===== src/design/xtv_pkg.sv =====
// Shared types and constants for the XML tag value extractor.
`default_nettype none

package xtv_pkg;

	// Default sizes
	localparam int VALUE_BYTES_DEF = 64;
	localparam int NAME_BYTES_DEF  = 16;

	// Configuration port
	localparam int CFG_IDX_W  = 2;
	localparam int CFG_DATA_W = 64;
	localparam logic [CFG_IDX_W-1:0] CFG_TAG_NAME_LOW    = 2'd0;
	localparam logic [CFG_IDX_W-1:0] CFG_TAG_NAME_HIGH   = 2'd1;
	localparam logic [CFG_IDX_W-1:0] CFG_TAG_NAME_LENGTH = 2'd2;

	// Name position counter
	localparam int NAME_POS_W = 5;
	localparam logic [NAME_POS_W-1:0] NAME_POS_MAX = 5'd31;

	// Markup characters
	localparam logic [7:0] CHAR_NUL   = 8'h00;
	localparam logic [7:0] CHAR_LT    = 8'h3C;
	localparam logic [7:0] CHAR_SLASH = 8'h2F;
	localparam logic [7:0] CHAR_GT    = 8'h3E;

	// Controller to datapath commands
	typedef struct packed {
		logic scan_en;    // input transaction this cycle
		logic emit_start; // latch run info, clear read index
		logic rd_issue;   // read value store
		logic step;       // advance read index
	} xtv_cmd_t;

	// Datapath to controller status
	typedef struct packed {
		logic emit_req;   // current input byte closes a matching element
		logic emit_empty; // that element has no value bytes
		logic run_last;   // byte on output is the last of its run
	} xtv_stat_t;

endpackage

`default_nettype wire


===== src/design/xtv_ram.sv =====
// Generic single write, single read RAM with registered read data.
`default_nettype none

module xtv_ram #(
	parameter int WIDTH = 8,
	parameter int DEPTH = 64,
	localparam int AW = (DEPTH > 1) ? $clog2(DEPTH) : 1
) (
	input  wire logic             clk,
	input  wire logic             we,
	input  wire logic [AW-1:0]    waddr,
	input  wire logic [WIDTH-1:0] wdata,
	input  wire logic             re,
	input  wire logic [AW-1:0]    raddr,
	output logic      [WIDTH-1:0] rdata
);

	logic [WIDTH-1:0] mem [DEPTH];

	// Write and registered read
	always_ff @(posedge clk) begin
		if (we) begin
			mem[waddr] <= wdata;
		end
		if (re) begin
			rdata <= mem[raddr];
		end
	end

endmodule

`default_nettype wire


===== src/design/xtv_ctrl.sv =====
// Controller: alternates between scanning input and sending a value run.
`default_nettype none

module xtv_ctrl
	import xtv_pkg::*;
(
	input  wire logic      clk,
	input  wire logic      arst_n,
	input  wire logic      s_tvalid,
	output logic           s_tready,
	output logic           m_tvalid,
	input  wire logic      m_tready,
	input  wire xtv_stat_t stat,
	output xtv_cmd_t       cmd
);

	typedef enum logic [1:0] {
		ST_SCAN,
		ST_LOAD,
		ST_SEND
	} state_t;

	state_t state_q;
	state_t state_d;
	logic   in_ready_q;
	logic   out_valid_q;
	logic   in_fire;
	logic   out_fire;

	assign in_fire  = in_ready_q & s_tvalid;
	assign out_fire = out_valid_q & m_tready;
	assign s_tready = in_ready_q;
	assign m_tvalid = out_valid_q;

	// Commands to the datapath
	always_comb begin
		cmd.scan_en    = in_fire;
		cmd.emit_start = in_fire & stat.emit_req;
		cmd.step       = out_fire & ~stat.run_last;
		cmd.rd_issue   = (state_q == ST_LOAD) | (out_fire & ~stat.run_last);
	end

	// Next state
	always_comb begin
		state_d = state_q;
		unique case (state_q)
			ST_SCAN: begin
				if (in_fire && stat.emit_req) begin
					state_d = stat.emit_empty ? ST_SEND : ST_LOAD;
				end
			end
			ST_LOAD: begin
				state_d = ST_SEND;
			end
			ST_SEND: begin
				if (out_fire && stat.run_last) begin
					state_d = ST_SCAN;
				end
			end
			default: begin
				state_d = ST_SCAN;
			end
		endcase
	end

	// State and registered handshake outputs
	always_ff @(posedge clk or negedge arst_n) begin
		if (!arst_n) begin
			state_q     <= ST_SCAN;
			in_ready_q  <= 1'b1;
			out_valid_q <= 1'b0;
		end else begin
			state_q     <= state_d;
			in_ready_q  <= (state_d == ST_SCAN);
			out_valid_q <= (state_d == ST_SEND);
		end
	end

endmodule

`default_nettype wire


===== src/design/xtv_datapath.sv =====
// Datapath: tag scanner, name compare, value capture store and run readout.
`default_nettype none

module xtv_datapath
	import xtv_pkg::*;
#(
	parameter int VALUE_BYTES = VALUE_BYTES_DEF,
	parameter int NAME_BYTES  = NAME_BYTES_DEF
) (
	input  wire logic                  clk,
	input  wire logic                  arst_n,
	input  wire logic                  cfg_we,
	input  wire logic [CFG_IDX_W-1:0]  cfg_index,
	input  wire logic [CFG_DATA_W-1:0] cfg_data,
	input  wire logic [7:0]            s_tdata,
	output logic      [7:0]            m_tdata,
	output logic                       m_tlast,
	output logic      [1:0]            m_tuser,
	input  wire xtv_cmd_t              cmd,
	output xtv_stat_t                  stat
);

	localparam int AW = (VALUE_BYTES > 1) ? $clog2(VALUE_BYTES) : 1;
	localparam int CW = $clog2(VALUE_BYTES + 2);
	localparam logic [CW-1:0] CNT_CAP = CW'(VALUE_BYTES);
	localparam logic [CW-1:0] CNT_SAT = CW'(VALUE_BYTES + 1);
	localparam logic [NAME_POS_W-1:0] NAME_LIMIT = NAME_POS_W'(NAME_BYTES);

	typedef enum logic [1:0] {
		PH_OUTSIDE,
		PH_TAG_START,
		PH_IN_NAME
	} phase_t;

	// Configuration registers
	logic [63:0]           name_low_q;
	logic [63:0]           name_high_q;
	logic [NAME_POS_W-1:0] name_len_q;

	// Scanner state
	phase_t                phase_q,   phase_d;
	logic                  closing_q, closing_d;
	logic [NAME_POS_W-1:0] pos_q,     pos_d;
	logic                  mis_q,     mis_d;
	logic                  open_q,    open_d;
	logic [CW-1:0]         count_q,   count_d;
	logic [CW-1:0]         mark_q,    mark_d;
	logic                  ovf_q,     ovf_d;

	// Run readout registers
	logic [CW-1:0]         run_len_q;
	logic                  run_empty_q;
	logic                  run_trunc_q;
	logic [AW-1:0]         idx_q;

	logic [7:0]            byte_in;
	logic                  is_nul;
	logic                  is_lt;
	logic                  is_gt;
	logic                  is_slash;
	logic                  finish;
	logic                  match;
	logic                  open_match;
	logic                  close_match;
	logic [127:0]          name_all;
	logic [7:0]            wanted;
	logic                  feed_bad;
	logic                  ram_we;
	logic [AW-1:0]         ram_raddr;
	logic [7:0]            ram_rdata;

	assign byte_in  = s_tdata;
	assign is_nul   = (byte_in == CHAR_NUL);
	assign is_lt    = (byte_in == CHAR_LT);
	assign is_gt    = (byte_in == CHAR_GT);
	assign is_slash = (byte_in == CHAR_SLASH);

	// Name byte compare
	assign name_all = {name_high_q, name_low_q};
	assign wanted   = name_all[{pos_q[3:0], 3'b000} +: 8];
	assign feed_bad = (pos_q >= name_len_q) || (pos_q >= NAME_LIMIT) || (wanted != byte_in);

	// Tag end decisions
	assign finish = is_nul ? (phase_q != PH_OUTSIDE)
	                       : ((phase_q != PH_OUTSIDE) && is_gt && !(phase_q == PH_TAG_START && 1'b0));
	assign match       = !mis_q && (pos_q == name_len_q);
	assign open_match  = finish && match && !closing_q;
	assign close_match = finish && match && closing_q && open_q;

	assign stat.emit_req   = close_match;
	assign stat.emit_empty = (mark_q == '0);
	assign stat.run_last   = run_empty_q || ((CW'(idx_q) + CW'(1)) == run_len_q);

	// Scanner next state
	always_comb begin
		phase_d   = phase_q;
		closing_d = closing_q;
		pos_d     = pos_q;
		mis_d     = mis_q;
		open_d    = open_q;
		count_d   = count_q;
		mark_d    = mark_q;
		ovf_d     = ovf_q;
		if (is_nul) begin
			phase_d   = PH_OUTSIDE;
			closing_d = 1'b0;
			pos_d     = '0;
			mis_d     = 1'b0;
			open_d    = 1'b0;
			count_d   = '0;
			mark_d    = '0;
			ovf_d     = 1'b0;
		end else begin
			// snapshot value length at a tag start
			if (phase_q == PH_OUTSIDE && is_lt) begin
				mark_d = (count_q > CNT_CAP) ? CNT_CAP : count_q;
				ovf_d  = (count_q > CNT_CAP);
			end
			// every byte after an opening match counts toward the value
			if (open_q && count_q < CNT_SAT) begin
				count_d = count_q + CW'(1);
			end
			unique case (phase_q)
				PH_OUTSIDE: begin
					if (is_lt) begin
						phase_d   = PH_TAG_START;
						closing_d = 1'b0;
						pos_d     = '0;
						mis_d     = 1'b0;
					end
				end
				PH_TAG_START: begin
					if (is_slash) begin
						closing_d = 1'b1;
						phase_d   = PH_IN_NAME;
					end else if (!is_gt) begin
						mis_d   = mis_q | feed_bad;
						pos_d   = (pos_q < NAME_POS_MAX) ? pos_q + NAME_POS_W'(1) : pos_q;
						phase_d = PH_IN_NAME;
					end
				end
				PH_IN_NAME: begin
					if (!is_gt) begin
						mis_d = mis_q | feed_bad;
						pos_d = (pos_q < NAME_POS_MAX) ? pos_q + NAME_POS_W'(1) : pos_q;
					end
				end
				default: begin
					phase_d = PH_OUTSIDE;
				end
			endcase
			if (finish) begin
				if (open_match || close_match) begin
					open_d  = open_match;
					count_d = '0;
					mark_d  = '0;
					ovf_d   = 1'b0;
				end
				phase_d   = PH_OUTSIDE;
				closing_d = 1'b0;
				pos_d     = '0;
				mis_d     = 1'b0;
			end
		end
	end

	// Configuration writes
	always_ff @(posedge clk or negedge arst_n) begin
		if (!arst_n) begin
			name_low_q  <= '0;
			name_high_q <= '0;
			name_len_q  <= '0;
		end else if (cfg_we) begin
			unique case (cfg_index)
				CFG_TAG_NAME_LOW:    name_low_q  <= cfg_data[63:0];
				CFG_TAG_NAME_HIGH:   name_high_q <= cfg_data[63:0];
				CFG_TAG_NAME_LENGTH: name_len_q  <= cfg_data[NAME_POS_W-1:0];
				default: ;
			endcase
		end
	end

	// Scanner registers
	always_ff @(posedge clk or negedge arst_n) begin
		if (!arst_n) begin
			phase_q   <= PH_OUTSIDE;
			closing_q <= 1'b0;
			pos_q     <= '0;
			mis_q     <= 1'b0;
			open_q    <= 1'b0;
			count_q   <= '0;
			mark_q    <= '0;
			ovf_q     <= 1'b0;
		end else if (cmd.scan_en) begin
			phase_q   <= phase_d;
			closing_q <= closing_d;
			pos_q     <= pos_d;
			mis_q     <= mis_d;
			open_q    <= open_d;
			count_q   <= count_d;
			mark_q    <= mark_d;
			ovf_q     <= ovf_d;
		end
	end

	// Run readout registers
	always_ff @(posedge clk) begin
		if (cmd.emit_start) begin
			run_len_q   <= mark_q;
			run_empty_q <= (mark_q == '0);
			run_trunc_q <= ovf_q;
			idx_q       <= '0;
		end else if (cmd.step) begin
			idx_q <= idx_q + AW'(1);
		end
	end

	// Value store
	assign ram_we    = cmd.scan_en && !is_nul && open_q && (count_q < CNT_CAP);
	assign ram_raddr = cmd.step ? idx_q + AW'(1) : idx_q;

	xtv_ram #(
		.WIDTH (8),
		.DEPTH (VALUE_BYTES)
	) u_store (
		.clk   (clk),
		.we    (ram_we),
		.waddr (count_q[AW-1:0]),
		.wdata (byte_in),
		.re    (cmd.rd_issue),
		.raddr (ram_raddr),
		.rdata (ram_rdata)
	);

	// Output payload
	assign m_tdata = run_empty_q ? 8'h00 : ram_rdata;
	assign m_tlast = stat.run_last;
	assign m_tuser = {run_trunc_q, run_empty_q};

endmodule

`default_nettype wire


===== src/design/xml_tag_value_extractor.sv =====
// Top level of the XML tag value extractor: controller plus datapath.
//
//  channel  direction  handshake                 payload
//  s_*      in         s_tvalid / s_tready       s_tdata = text_byte
//  m_*      out        m_tvalid / m_tready       m_tdata = value_byte, m_tlast = last_of_value,
//                                                m_tuser = {value_truncated, value_empty}
//  cfg_*    in         cfg_we (no wait)          cfg_index, cfg_data
//
// Scanning takes one text byte per cycle while s_tready is high, a single
// tag-state update per byte. A closing match holds off input for the run: a
// load state fetches the first byte from the value store, then the run goes
// out one byte per cycle while m_tready is high; an empty value skips the load
// state and sends a single zero byte. The value store needs no clearing pass
// after reset; a held-off output keeps its byte stable until taken.
`default_nettype none

module xml_tag_value_extractor
	import xtv_pkg::*;
#(
	parameter int VALUE_BYTES = VALUE_BYTES_DEF,
	parameter int NAME_BYTES  = NAME_BYTES_DEF
) (
	input  wire logic                  clk,
	input  wire logic                  arst_n,
	input  wire logic                  cfg_we,
	input  wire logic [CFG_IDX_W-1:0]  cfg_index,
	input  wire logic [CFG_DATA_W-1:0] cfg_data,
	input  wire logic                  s_tvalid,
	output logic                       s_tready,
	input  wire logic [7:0]            s_tdata,   // [7:0] text_byte
	output logic                       m_tvalid,
	input  wire logic                  m_tready,
	output logic      [7:0]            m_tdata,   // [7:0] value_byte
	output logic                       m_tlast,
	output logic      [1:0]            m_tuser    // [0] value_empty, [1] value_truncated
);

	xtv_cmd_t  cmd;
	xtv_stat_t stat;

	xtv_ctrl u_ctrl (
		.clk      (clk),
		.arst_n   (arst_n),
		.s_tvalid (s_tvalid),
		.s_tready (s_tready),
		.m_tvalid (m_tvalid),
		.m_tready (m_tready),
		.stat     (stat),
		.cmd      (cmd)
	);

	xtv_datapath #(
		.VALUE_BYTES (VALUE_BYTES),
		.NAME_BYTES  (NAME_BYTES)
	) u_dp (
		.clk       (clk),
		.arst_n    (arst_n),
		.cfg_we    (cfg_we),
		.cfg_index (cfg_index),
		.cfg_data  (cfg_data),
		.s_tdata   (s_tdata),
		.m_tdata   (m_tdata),
		.m_tlast   (m_tlast),
		.m_tuser   (m_tuser),
		.cmd       (cmd),
		.stat      (stat)
	);

endmodule

`default_nettype wire


===== config.mk =====
export PLATFORM = sky130hd
export DESIGN_NAME = xml_tag_value_extractor
export DESIGN_NICKNAME = d
export VERILOG_FILES = /design/src/design/xtv_pkg.sv /design/src/design/xtv_ram.sv /design/src/design/xtv_ctrl.sv /design/src/design/xtv_datapath.sv /design/src/design/xml_tag_value_extractor.sv
export SDC_FILE = /design/constraint.sdc
export NUM_CORES = 1
export LEC_CHECK = 0
export ABC_AREA = 0
export BUFFER_PORTS_ARGS = -buffer_cell sky130_fd_sc_hd__clkbuf_2
export CAP_MARGIN = 0
export CELL_PAD_IN_SITES_DETAIL_PLACEMENT = 0
export CELL_PAD_IN_SITES_GLOBAL_PLACEMENT = 2
export CORE_UTILIZATION = 45
export DETAILED_ROUTE_END_ITERATION = 8
export PLACE_DENSITY_LB_ADDON = 0.25
export SLEW_MARGIN = 20
export SYNTH_ARGS = -nofsm -noshare
export SYNTH_HDL_FRONTEND = slang
export SYNTH_HIERARCHICAL = 1
export SYNTH_SLANG_ARGS = --single-unit

===== constraint.sdc =====
create_clock -name clk -period 7.2 [get_ports clk]
set_input_delay 0.36 -clock clk [delete_from_list [all_inputs] [get_ports clk]]
set_output_delay 0.36 -clock clk [all_outputs]
set_load 0.01 [all_outputs]

==> out/metrics.cfg <==
[layout]
nNetsFinal = 1863
post-route-cell-area_um2 = 33500
area_growth_pct = 15.8
multi_input_area_um2 = 8340
fill_cells = 5188
regArea_um2 = 20100
final_core_util_pct = 52.9
drive_gt1_share_pct = 31.1

[detailed_routing]
routed_wirelength_mm = 68.9
wl_per_cell_um = 25.7
detail_route.vias_per_cell = 5.74
drc_errors = 0
drt_iter0_drc = 1593
via_count = 15400
dr.pass1.iters = 5
ant_nets = 0

[run_status]
status = completed

[global_route]
grt_max_degree = 107
grt_pass1_wl_mm = 104
grt_pass1_vias = 16000
antenna_found_initial = 4
overflow = 0
grt_util_all_layers_pct = 21.5

[clock_tree]
postCtsSetupBuffers = 0
clk_latency_ns = 0.61
cts_resized = 0
clk_pin_slew_worst_paths_ns = 0.06
cts_tree = done
cts_buffers = 74
cts-root-buf = clkbuf_16
cts.sinks = 697
htreeDepth = 3
clockBufferDepth = 3

[synth]
synth_cells = 1587
synth_seq_cells = 697
synth-xor-area-share_pct = 0.758
synthArstFlopShare_pct = 23.2
netlist_area_um2 = 28900
synth_top_family_by_area = multiplexers
synth_area_leaders = edfxtp_1 (55%), dfrtp_1 (14%), mux4_2 (12%), mux2_2 (5.9%), nor2_1 (1.4%)
synthAdderAreaFrac_pct = 0.563
synth_compound_gate_area_share_pct = 3.07
synth_nets = 1679
yosys.area_share.simple_pct = 4.90
synth_top_area_share_pct = 55.0
synth_edf_count = 529
yosysTopAreaCell = edfxtp_1
synth_cell_types = 72
synth-seq-area-share_pct = 69.4
muxShareOfSynthArea_pct = 19.4
yosys_warnings = 6
synth_ff_type = edfxtp_1
avgSynthCellArea_um2 = 18.2

[worst_setup_path]
start_kind = register
path_buf_inv = 0
critPathKind = register to register
crit_family = simple AND/OR/NAND/NOR gates
cp.arrival_ns = 5.70
cp-end-kind = register
critPathRequiredTime_ns = 7.53
path_max_fanout = 10
critPathSlowestCell = xnor2_2
cpPeakStageDelay_ns = 0.86
cp_cell_sequence = ha_1 > nand2_1 > xnor2_1 > nor3_1 > a21oi_1 > o221ai_1 > a31o_2 > nor2_1 > nand2_1 > xnor2_2 > mux4_2 > mux2_2 > o221a_2 > nor3_1 > o32ai_1

[place]
io_buffers = 91
gp_congestion = 0.790
dpl_cell_area_um2 = 30300
place_hpwl_mm = 43.9

[sta]
fmax_mhz = 186
rsz0062_at_grt = false
setup_tns_ns = 0
drv_slew = 0
max-slew-margin-rel_pct = 26.6
finClkSkew_ns = 0.0195
setup_violations = 0
period_share_pct = 74.5
min_period_ns = 5.36
hold_violations = 0
tightest_slew_ns = 1.10

[pwr]
sw_frac_of_total_pct = 22.9
combPwrFrac_pct = 10.5
power_frac_seq_pct = 48.5
peakVddDrop_mv = 0.189
p_int_mw = 7.31
total_leakage_power_nw = 11.3
power_switching_mw = 2.17
clock_power_share_pct = 41.0
p_per_area_nw_per_um2 = 283

[die]
num_rows = 92
start_util_pct = 45.6
die_h_um = 255
core_um2 = 63300
io_pins = 92
fp.dieArea_um2 = 65200
fp.dieW_um = 255

[job]
maxCapViolations = 0

[worst_hold_path]
hold_class = input pin to register

power groups by stage:
stage                     Combinational [mW]  Clock (mW)  Sequential, mW
final                                  0.996        3.88            4.60
after global routing                    1.09        4.10            4.62
after CTS                               1.02        3.96            4.60
after detailed placement               0.985           0            4.68
after global placement                 0.967           0            4.67
after floorplan                        0.703           0            4.64
cells in the mapped netlist, types with 5 or more instances:
cell      instances
buf_2            14
mux4_2          155
dfxtp_1           6
nand4_1          12
mux2_2          152
buf_4            21
ha_1             13
a221oi_1          7
nand3_1          19
a22oi_1           5
edfxtp_1        529
xnor2_1           9
a21oi_1          16
o221ai_1          9
nor4_1            9
nor2b_1          33
xor2_1           16
nor2_1          105
nand2_1          44
nand3b_1          5
clkbuf_1         38
nand2b_1         10
a22o_1            9
o22ai_1          12
o21ai_0          16
inv_1            18
nor3_1           13
and3_1            9
dfrtp_1         161
mux2i_1          39
buf_1             5
or3_1             6
per-stage QoR:
stage | cells | total power, mW | worst slack, ns | hold slack [ns]
floorplan | 1587 | 5.34 | 3.23 | 0.0644
global placement | 2479 | 5.64 | 1.77 | 0.441
detailed placement | 2479 | 5.67 | 1.78 | 0.448
CTS | 2676 | 9.58 | 1.77 | 0.0158
global route | 2679 | 9.81 | 1.48 | 0.0290
finish | 2680 | 9.48 | 1.84 | 0.0388
final timing paths:
check	from	endpoint	slack, ns	depth (start not counted)
worst max-delay path	u_dp/idx_q[0]	u_dp/u_store/rdata[4]	1.84	15
worst min-delay path	cfg_data[62]	u_dp/name_low_q[62]	0.04	2
worst max register to register	u_dp/idx_q[0]	u_dp/u_store/rdata[4]	1.84	15
worst min register to register	u_dp/ovf_q	u_dp/run_trunc_q	0.45	0
max in group asynchronous	arst_n	u_dp/mark_q[2]	5.76	3
min in group asynchronous	arst_n	u_dp/name_high_q[52]	0.28	2
placed cells by master (no fill, tap or decap), types with 10 or more instances in the layout:
cell type      synthesis  final
mux2i_1               39     39
nor3_1                13     13
o21ai_0               16     16
mux4_2               155    155
nand3_1               19     19
dfrtp_1              161    160
nor2_1               105    105
o22ai_1               12     12
nand2_1               44     44
nand2b_1              10     10
clkbuf_2               0     90
inv_1                 18     18
dlygate4sd3_1          0     61
buf_4                 21     34
nand4_1               12     12
clkbuf_16              0     77
mux2_2               152    151
ha_1                  13     13
clkinv_2               0     13
a21oi_1               16     16
xor2_1                16     15
clkbuf_1              38     18
edfxtp_1             529    529
nor2b_1               33     33
routing by layer:
layer | part of all wire, % | GRT usage, %
met1 | 44 | 29.8
met3 | 5.3 | 4.16
met4 | 2.4 | 5.84
met5 | 0 | 0
met2 | 49 | 34.8
final cells by class:
| class | count | share of cell area [%] |
|---|---|---|
| Antenna cell | 3 | 0.0224 |
| Clock buffer | 98 | 6.08 |
| Clock inverter | 38 | 1.30 |
| Inverter | 19 | 0.213 |
| Multi-Input combinational cell | 787 | 24.9 |
| Sequential cell | 697 | 59.9 |
| Tap cell | 846 | 3.16 |
| Timing Repair Buffer | 192 | 4.35 |
state kept, by name, indices dropped and copies added (netlist names):
register and flops:
u_dp/u_store/mem 512, u_dp/name_high_q 64, u_dp/name_low_q 64, u_dp/u_store/rdata 8
u_dp/count_q 7, u_dp/mark_q 7, u_dp/run_len_q 7, u_dp/idx_q 6
u_dp/name_len_q 5, u_dp/pos_q 5, u_ctrl/state_q 2, u_dp/phase_q 2
u_ctrl/m_tvalid 1, u_ctrl/s_tready 1, u_dp/closing_q 1, u_dp/mis_q 1
u_dp/open_q 1, u_dp/ovf_q 1, u_dp/run_empty_q 1, u_dp/run_trunc_q 1
cell families (layout without fill, tap and decap cells):
| family | after synthesis | count (layout) |
|---|---|---|
| multiplexers | 347 | 347 |
| adder cells (fa/ha/maj) | 13 | 13 |
| AND/OR/NAND/NOR | 283 | 283 |
| other | 0 | 3 |
| AO/OA/AOI/OAI | 119 | 119 |
| flip-flops | 697 | 697 |
| buffers and inverters | 103 | 347 |
| XOR/XNOR | 25 | 25 |
timing repair:
item                                   in CTS  in global routing
setup endpoints to repair                   0                  0
hold buffers                               61                  0
endpoints found under the hold margin     224                  0
No activity file was read; power rests on OpenSTA's default activity.
